File: src/rtl/skf_pkg.sv
// shared widths, formats and register indexes for the scalar kalman filter
// no dependencies; imported by every module of the block
package skf_pkg;

   localparam int DATA_WIDTH = 32;
   localparam int FRAC_BITS  = 16;

   // gain is unsigned q0.F with one extra bit so that one is representable
   localparam int GAIN_W   = FRAC_BITS + 1;
   // multiplicand: magnitude of a signed difference or an unsigned covariance
   localparam int MUL_A_W  = DATA_WIDTH + 1;
   localparam int PROD_W   = MUL_A_W + GAIN_W;
   // denominator p1 + r is kept exact
   localparam int DEN_W    = DATA_WIDTH + 1;
   localparam int REM_W    = DATA_WIDTH + 2;
   // both serial units run one step per gain bit
   localparam int STEPS    = GAIN_W;
   localparam int CNT_W    = $clog2(STEPS);

   localparam int REQ_TDATA_W = ((DATA_WIDTH + 7) / 8) * 8;
   localparam int RSP_TDATA_W = ((DATA_WIDTH + GAIN_W + 7) / 8) * 8;

   localparam int CSR_IDX_W = 2;

   localparam logic [GAIN_W-1:0]     ONE_GAIN = GAIN_W'(1) << FRAC_BITS;
   localparam logic [DATA_WIDTH-1:0] ONE_FX   = DATA_WIDTH'(1) << FRAC_BITS;

   localparam logic [CSR_IDX_W-1:0] CSR_PROCESS_NOISE  = 2'd0;
   localparam logic [CSR_IDX_W-1:0] CSR_MEAS_NOISE     = 2'd1;
   localparam logic [CSR_IDX_W-1:0] CSR_INIT_ESTIMATE  = 2'd2;
   localparam logic [CSR_IDX_W-1:0] CSR_INIT_ERROR_COV = 2'd3;

   // handshake between the sequencer and a serial unit
   typedef struct packed {
      logic start;
      logic done;
   } unit_ctl_type;

endpackage

File: src/rtl/skf_div.sv
// bit-serial restoring divider for the kalman gain: num * 2^F / den, num <= den
// one quotient bit per cycle; depends on skf_pkg
module skf_div (
   input  logic                           clock,
   input  logic                           reset,
   input  logic                           start,
   input  logic [skf_pkg::DATA_WIDTH-1:0] num,
   input  logic [skf_pkg::DEN_W-1:0]      den,
   output logic                           done,
   output logic [skf_pkg::GAIN_W-1:0]     quotient
);
   import skf_pkg::*;

   logic [REM_W-1:0]  rem_ff;
   logic [DEN_W-1:0]  den_ff;
   logic [GAIN_W-1:0] quo_ff;
   logic [CNT_W-1:0]  cnt_ff;
   logic              busy_ff;
   logic              done_ff;

   logic [REM_W-1:0]  trial;
   logic              fits;

   // first step compares without shifting, the rest shift one bit in
   assign trial = (cnt_ff == '0) ? rem_ff : {rem_ff[REM_W-2:0], 1'b0};
   assign fits  = trial >= REM_W'(den_ff);

   always_ff @(posedge clock) begin
      if (reset) begin
         busy_ff <= 1'b0;
         done_ff <= 1'b0;
         cnt_ff  <= '0;
      end else begin
         done_ff <= 1'b0;
         if (start) begin
            busy_ff <= 1'b1;
            cnt_ff  <= '0;
         end else if (busy_ff) begin
            if (cnt_ff == CNT_W'(STEPS - 1)) begin
               busy_ff <= 1'b0;
               done_ff <= 1'b1;
            end
            cnt_ff <= cnt_ff + 1'b1;
         end
      end
   end

   always_ff @(posedge clock) begin
      if (start) begin
         rem_ff <= REM_W'(num);
         den_ff <= den;
         quo_ff <= '0;
      end else if (busy_ff) begin
         rem_ff <= fits ? (trial - REM_W'(den_ff)) : trial;
         quo_ff <= {quo_ff[GAIN_W-2:0], fits};
      end
   end

   assign done     = done_ff;
   assign quotient = quo_ff;

endmodule

File: src/rtl/skf_mul.sv
// serial shift-add multiplier: one bit of the gain operand per cycle, lsb first
// depends on skf_pkg
module skf_mul (
   input  logic                        clock,
   input  logic                        reset,
   input  logic                        start,
   input  logic [skf_pkg::MUL_A_W-1:0] a,
   input  logic [skf_pkg::GAIN_W-1:0]  b,
   output logic                        done,
   output logic [skf_pkg::PROD_W-1:0]  product
);
   import skf_pkg::*;

   logic [MUL_A_W-1:0] a_ff;
   logic [GAIN_W-1:0]  b_ff;
   logic [MUL_A_W-1:0] hi_ff;
   logic [GAIN_W-1:0]  lo_ff;
   logic [CNT_W-1:0]   cnt_ff;
   logic               busy_ff;
   logic               done_ff;

   logic [MUL_A_W:0]   sum;

   assign sum = {1'b0, hi_ff} + (b_ff[0] ? {1'b0, a_ff} : '0);

   always_ff @(posedge clock) begin
      if (reset) begin
         busy_ff <= 1'b0;
         done_ff <= 1'b0;
         cnt_ff  <= '0;
      end else begin
         done_ff <= 1'b0;
         if (start) begin
            busy_ff <= 1'b1;
            cnt_ff  <= '0;
         end else if (busy_ff) begin
            if (cnt_ff == CNT_W'(STEPS - 1)) begin
               busy_ff <= 1'b0;
               done_ff <= 1'b1;
            end
            cnt_ff <= cnt_ff + 1'b1;
         end
      end
   end

   // accumulator shifts right, retired low bits move into lo_ff
   always_ff @(posedge clock) begin
      if (start) begin
         a_ff  <= a;
         b_ff  <= b;
         hi_ff <= '0;
         lo_ff <= '0;
      end else if (busy_ff) begin
         hi_ff <= sum[MUL_A_W:1];
         lo_ff <= {sum[0], lo_ff[GAIN_W-1:1]};
         b_ff  <= {1'b0, b_ff[GAIN_W-1:1]};
      end
   end

   assign done    = done_ff;
   assign product = {hi_ff, lo_ff};

endmodule

File: src/rtl/scalar_kalman_filter_unit.sv
// scalar kalman filter top level: config registers, filter state and sequencer
// uses skf_pkg, skf_div and skf_mul
//
// usage:
//   req channel carries one sample per item: req_tdata holds the signed q16.16
//   measurement, req_tuser the restart flag that reloads estimate and error
//   covariance from init_estimate / init_error_cov before the update.
//   rsp channel returns one item per sample: new estimate and the gain used.
//   csr port writes process_noise, meas_noise, init_estimate, init_error_cov
//   by index; write only while no sample is in flight.
// timing:
//   one item at a time. the time from accept to result is set by the serial
//   divider and two passes through the shared serial multiplier, plus the
//   sequencing states. req_tready is high again once the result sits in
//   the output register, so the next sample is taken while the receiver
//   holds off.
// reset:
//   synchronous; estimate goes to 0, covariance and meas_noise to one,
//   process_noise and init_estimate to 0, init_error_cov to one.
// stall:
//   a result waits in the output register until rsp_tready; a finished
//   item behind it waits in the sequencer without loss.
module scalar_kalman_filter_unit (
   input  logic                              clock,
   input  logic                              reset,
   // measurement
   input  logic [skf_pkg::REQ_TDATA_W-1:0]   req_tdata,
   // restart
   input  logic                              req_tuser,
   input  logic                              req_tvalid,
   output logic                              req_tready,
   // estimate_out, gain_out, zero fill
   output logic [skf_pkg::RSP_TDATA_W-1:0]   rsp_tdata,
   output logic                              rsp_tvalid,
   input  logic                              rsp_tready,
   input  logic                              csr_wen,
   input  logic [skf_pkg::CSR_IDX_W-1:0]     csr_index,
   input  logic [skf_pkg::DATA_WIDTH-1:0]    csr_wdata
);
   import skf_pkg::*;

   typedef enum logic [3:0] {
      ST_IDLE,
      ST_PREP,
      ST_DIV,
      ST_EST_GO,
      ST_EST_MUL,
      ST_COV_GO,
      ST_COV_MUL,
      ST_SEND
   } state_type;

   state_type state_ff;

   logic [DATA_WIDTH-1:0] process_noise_ff;
   logic [DATA_WIDTH-1:0] meas_noise_ff;
   logic [DATA_WIDTH-1:0] init_estimate_ff;
   logic [DATA_WIDTH-1:0] init_error_cov_ff;

   logic [DATA_WIDTH-1:0] estimate_ff;
   logic [DATA_WIDTH-1:0] error_cov_ff;

   logic [DATA_WIDTH-1:0] meas_ff;
   logic [DATA_WIDTH-1:0] p1_ff;
   logic                  den_zero_ff;
   logic                  diff_neg_ff;
   logic [MUL_A_W-1:0]    diff_mag_ff;
   logic [GAIN_W-1:0]     gain_ff;

   logic [RSP_TDATA_W-1:0] rsp_data_ff;
   logic                   rsp_valid_ff;

   logic                  accept;
   logic                  rsp_load;
   logic [DATA_WIDTH-1:0] cov_src;
   logic [DATA_WIDTH:0]   cov_sum;
   logic [DATA_WIDTH-1:0] p1_in;
   logic [DEN_W-1:0]      den;
   logic [MUL_A_W:0]      diff;
   logic [MUL_A_W-1:0]    mul_a;
   logic [GAIN_W-1:0]     mul_b;
   logic [MUL_A_W:0]      scaled;
   logic [MUL_A_W:0]      est_wide;

   unit_ctl_type          div_ctl;
   unit_ctl_type          mul_ctl;
   logic [GAIN_W-1:0]     div_quo;
   logic [PROD_W-1:0]     mul_prod;

   assign accept   = req_tvalid && req_tready;
   assign rsp_load = (state_ff == ST_SEND) && (!rsp_valid_ff || rsp_tready);

   // predict step: p + q saturating
   assign cov_src = req_tuser ? init_error_cov_ff : error_cov_ff;
   assign cov_sum = {1'b0, cov_src} + {1'b0, process_noise_ff};
   assign p1_in   = cov_sum[DATA_WIDTH] ? '1 : cov_sum[DATA_WIDTH-1:0];

   assign den  = {1'b0, p1_ff} + {1'b0, meas_noise_ff};
   assign diff = {{2{meas_ff[DATA_WIDTH-1]}}, meas_ff}
               - {{2{estimate_ff[DATA_WIDTH-1]}}, estimate_ff};

   assign div_ctl.start = (state_ff == ST_PREP);
   assign mul_ctl.start = (state_ff == ST_EST_GO) || (state_ff == ST_COV_GO);

   assign mul_a = (state_ff == ST_EST_GO) ? diff_mag_ff : {1'b0, p1_ff};
   assign mul_b = (state_ff == ST_EST_GO) ? gain_ff : (ONE_GAIN - gain_ff);

   // correction is truncated toward zero on the magnitude, then signed
   assign scaled   = {1'b0, mul_prod[FRAC_BITS +: MUL_A_W]};
   assign est_wide = diff_neg_ff
                   ? ({estimate_ff[DATA_WIDTH-1], estimate_ff[DATA_WIDTH-1], estimate_ff}
                      - scaled)
                   : ({estimate_ff[DATA_WIDTH-1], estimate_ff[DATA_WIDTH-1], estimate_ff}
                      + scaled);

   skf_div u_div (
      .clock    (clock),
      .reset    (reset),
      .start    (div_ctl.start),
      .num      (p1_ff),
      .den      (den),
      .done     (div_ctl.done),
      .quotient (div_quo)
   );

   skf_mul u_mul (
      .clock   (clock),
      .reset   (reset),
      .start   (mul_ctl.start),
      .a       (mul_a),
      .b       (mul_b),
      .done    (mul_ctl.done),
      .product (mul_prod)
   );

   always_ff @(posedge clock) begin
      if (reset) begin
         process_noise_ff  <= '0;
         meas_noise_ff     <= ONE_FX;
         init_estimate_ff  <= '0;
         init_error_cov_ff <= ONE_FX;
      end else if (csr_wen) begin
         case (csr_index)
            CSR_PROCESS_NOISE:  process_noise_ff  <= csr_wdata;
            CSR_MEAS_NOISE:     meas_noise_ff     <= csr_wdata;
            CSR_INIT_ESTIMATE:  init_estimate_ff  <= csr_wdata;
            CSR_INIT_ERROR_COV: init_error_cov_ff <= csr_wdata;
            default: ;
         endcase
      end
   end

   always_ff @(posedge clock) begin
      if (reset) begin
         state_ff     <= ST_IDLE;
         estimate_ff  <= '0;
         error_cov_ff <= ONE_FX;
         rsp_valid_ff <= 1'b0;
      end else begin
         if (rsp_load) begin
            rsp_valid_ff <= 1'b1;
         end else if (rsp_tready) begin
            rsp_valid_ff <= 1'b0;
         end
         case (state_ff)
            ST_IDLE: begin
               if (accept) begin
                  if (req_tuser) begin
                     estimate_ff <= init_estimate_ff;
                  end
                  state_ff <= ST_PREP;
               end
            end
            ST_PREP: begin
               state_ff <= ST_DIV;
            end
            ST_DIV: begin
               if (div_ctl.done) begin
                  state_ff <= ST_EST_GO;
               end
            end
            ST_EST_GO: begin
               state_ff <= ST_EST_MUL;
            end
            ST_EST_MUL: begin
               if (mul_ctl.done) begin
                  estimate_ff <= est_wide[DATA_WIDTH-1:0];
                  state_ff    <= ST_COV_GO;
               end
            end
            ST_COV_GO: begin
               state_ff <= ST_COV_MUL;
            end
            ST_COV_MUL: begin
               if (mul_ctl.done) begin
                  error_cov_ff <= mul_prod[FRAC_BITS +: DATA_WIDTH];
                  state_ff     <= ST_SEND;
               end
            end
            ST_SEND: begin
               if (rsp_load) begin
                  state_ff <= ST_IDLE;
               end
            end
            default: begin
               state_ff <= ST_IDLE;
            end
         endcase
      end
   end

   // working values, no reset needed
   always_ff @(posedge clock) begin
      if (accept) begin
         meas_ff <= req_tdata[DATA_WIDTH-1:0];
         p1_ff   <= p1_in;
      end
      if (state_ff == ST_PREP) begin
         den_zero_ff <= (den == '0);
         diff_neg_ff <= diff[MUL_A_W];
         diff_mag_ff <= diff[MUL_A_W] ? MUL_A_W'(-diff) : diff[MUL_A_W-1:0];
      end
      if ((state_ff == ST_DIV) && div_ctl.done) begin
         gain_ff <= den_zero_ff ? '0 : div_quo;
      end
      if (rsp_load) begin
         rsp_data_ff <= RSP_TDATA_W'({gain_ff, estimate_ff});
      end
   end

   assign req_tready = (state_ff == ST_IDLE);
   assign rsp_tvalid = rsp_valid_ff;
   assign rsp_tdata  = rsp_data_ff;

endmodule
File: config.mk
export PLATFORM = sky130hd
export DESIGN_NAME = scalar_kalman_filter_unit
export DESIGN_NICKNAME = d
export VERILOG_FILES = /design/src/rtl/skf_pkg.sv /design/src/rtl/skf_div.sv /design/src/rtl/skf_mul.sv /design/src/rtl/scalar_kalman_filter_unit.sv
export SDC_FILE = /design/constraint.sdc
export NUM_CORES = 1
export LEC_CHECK = 0
export BUFFER_PORTS_ARGS = -buffer_cell sky130_fd_sc_hd__buf_2
export CAP_MARGIN = 20
export CORE_UTILIZATION = 55
export DETAILED_ROUTE_END_ITERATION = 6
export GPL_TIMING_DRIVEN = 0
export PLACE_DENSITY = 0.72
export SYNTH_ARGS = -nofsm -noshare
export SYNTH_HDL_FRONTEND = slang
export SYNTH_HIERARCHICAL = 1
export SYNTH_SLANG_ARGS = --single-unit
File: constraint.sdc
create_clock -name clock -period 17.4 [get_ports clock]
set_input_delay 3.48 -clock clock [delete_from_list [all_inputs] [get_ports clock]]
set_output_delay 3.48 -clock clock [all_outputs]
set_load 0.005 [all_outputs]
==> impl_metrics.tcl <==
set metrics [dict create \
    pwr-share-comb 0.395 \
    fin_ws_ns 9.39 \
    period_share 0.460 \
    maxCapViolations 0 \
    cts_buffers 57 \
    hold_path_class "register to register" \
    violations "DRC" \
    critPathMaxStageDelay_ns 0.58 \
    status "finished, violations left" \
    die-area_mm2 0.0614 \
    antenna_found_initial 0 \
    pre_cts_ws_ns 8.85 \
    area_growth_pct 11.3 \
    ctsHtreeMaxLevel 2 \
    postCtsHoldBufs 0 \
    grt_overflow 0 \
    crit_required_ns 17.78 \
    fin_crit_ns 8.01 \
    final-setup-viol-count 0 \
    clkTransAtPathRegs_ns 0.06 \
    max_freq_ghz 0.125 \
    vias_per_cell 5.96 \
    root_buffer "clkbuf_16" \
    num_antenna_cells 0 \
    p_per_area_mw_per_mm2 134 \
    setup.worst_path.end_class "register" \
    drt_iter0_drc 2286 \
    syn_area_mm2 0.0332 \
    io_buffers 121 \
    place_congestion 0.985 \
    netlist_instances 3724 \
    drv_slew 0 \
    cts_buffer_depth 3 \
    cts_tree "built" \
    start_util 0.560 \
    hold_viol_final 0 \
    grt_max_degree 65 \
    ant_nets 0 \
    crit_fanout 10 \
    dieWidth_um 248 \
    skew_ns 0.0201 \
    slew-limit-headroom 0.383 \
    core-area_mm2 0.0594 \
    drc_errors 5 \
    num_vias 28229 \
    internal_power_mw 3.08 \
    syn-mean-instance-area_um2 8.92 \
    cts_setup_buffers 0 \
    die_h_um 248 \
    cts.sinks 543 \
    switchingPower_mw 1.88 \
    cp_cell_sequence "clkbuf_1 > clkbuf_1 > mux2_2 > ha_1 > inv_1 > fa_1 > nor2b_1 > o21a_1 > o21ai_0 > a21oi_1 > o31ai_1 > a21oi_1 > nor2_1 > a211oi_1 > a31oi_1 > buf_2 > buf_2 > nand2_1" \
    drive_gt1_frac 0.0986 \
    dpl.cell_count 4632 \
    switching_share 0.380 \
    grt_use_total 0.327 \
    finalWirelength_mm 99.8 \
    critPathKind "input pin to register" \
    leakage_nw 14.5 \
    wire_per_inst_um 21.1 \
    worst_slew_pin_slew_ns 0.923 \
    rsz0062_at_grt "no" \
    grt_pass1_vias 26611 \
    power_frac_seq 0.348 \
    pin_count 130 \
    clkPwrFrac 0.257 \
    num_rows 89 \
    drtPass1Iterations 7 \
    ir_drop_mv 0.0921 \
    hold-worst-slack_ns 0.451 \
    hpwlAfterDp_mm 78.5 \
    post_cts_resized 0 \
    arrival_ns 8.38 \
    yosysWarnings 6 \
    grt_pass1_wl_mm 154 \
    setup_tns_ns 0 \
    final_cells 4740 \
    layout.nets 4196 \
    clkLatencyLatePin_ns 0.64 \
    startpoint_type "input pin" \
    critPathSlowestCell "clkbuf_1" \
]
per-layer routing:
metal  GRT usage  wire (µm)
met1       0.422      42400
met2       0.529      44900
met3      0.0491       6590
met4       0.177       5960
met5           0          0
cell usage in the layout (no fill, tap or decap), types with 54 or more instances in the layout:
cell	instances
clkbuf_16	62
nor3_1	91
xnor2_1	131
xor2_1	71
mux2_2	83
nand2_1	637
dfxtp_1	263
edfxtp_1	280
o21ai_0	144
a211oi_1	54
nor2_1	253
a21oi_1	386
mux2i_1	54
buf_2	130
inv_1	135
clkbuf_1	150
nand3_1	55
a21o_1	81
ha_1	200
stage by stage:
stage,instance area (µm²),utilization,power [mW]
after global routing,37000,0.623,5.23
after global placement,34800,0.587,3.64
final,37000,0.623,4.96
after detailed placement,35000,0.589,3.66
after CTS,37000,0.623,4.94
after floorplan,33200,-,3.13
power groups by stage:
stage / clock (mW) / sequential (mW) / combinational [mW]
final: 1.27 / 1.73 / 1.96
after global routing: 1.34 / 1.73 / 2.16
after CTS: 1.29 / 1.72 / 1.92
after detailed placement: 0 / 1.75 / 1.91
after global placement: 0 / 1.75 / 1.88
after floorplan: 0 / 1.64 / 1.49
path summary, 6_finish.rpt:
path,startpoint,depth (start not counted),endpoint,slack [ns]
setup / recovery,req_tuser,18,p1_ff[17],9.39
hold / removal,error_cov_ff[11],2,error_cov_ff[11],0.45
setup reg to reg,u_mul/hi_ff[1],16,estimate_ff[30],12.09
hold reg to reg,error_cov_ff[11],2,error_cov_ff[11],0.45
final cells by class:
class	count	area, µm²
fill	5230	22400
multi-input combinational	2870	18300
sequential	543	13700
clock buffer	89	1830
tap	773	967
buffer	182	783
timing repair buffer	129	721
inverter	135	507
clock inverter	19	188
flip-flops by register name (all words and copies together), names as in the netlist, 33 cells and up:
name	flops
u_div/rem_ff	34
diff_mag_ff	33
rsp_tdata	49
u_mul/a_ff	33
u_div/den_ff	33
u_mul/hi_ff	33
worst max-delay path, delay by kind of cell:
| kind | cells | cell delay (ns) |
|---|---|---|
| simple gates | 3 | 0.32 |
| compound gates | 7 | 2.00 |
| mux | 1 | 0.43 |
| fa+ha+maj | 2 | 0.39 |
| buf+inv | 5 | 1.76 |
Note: power is estimated with default switching activity, not from simulation.
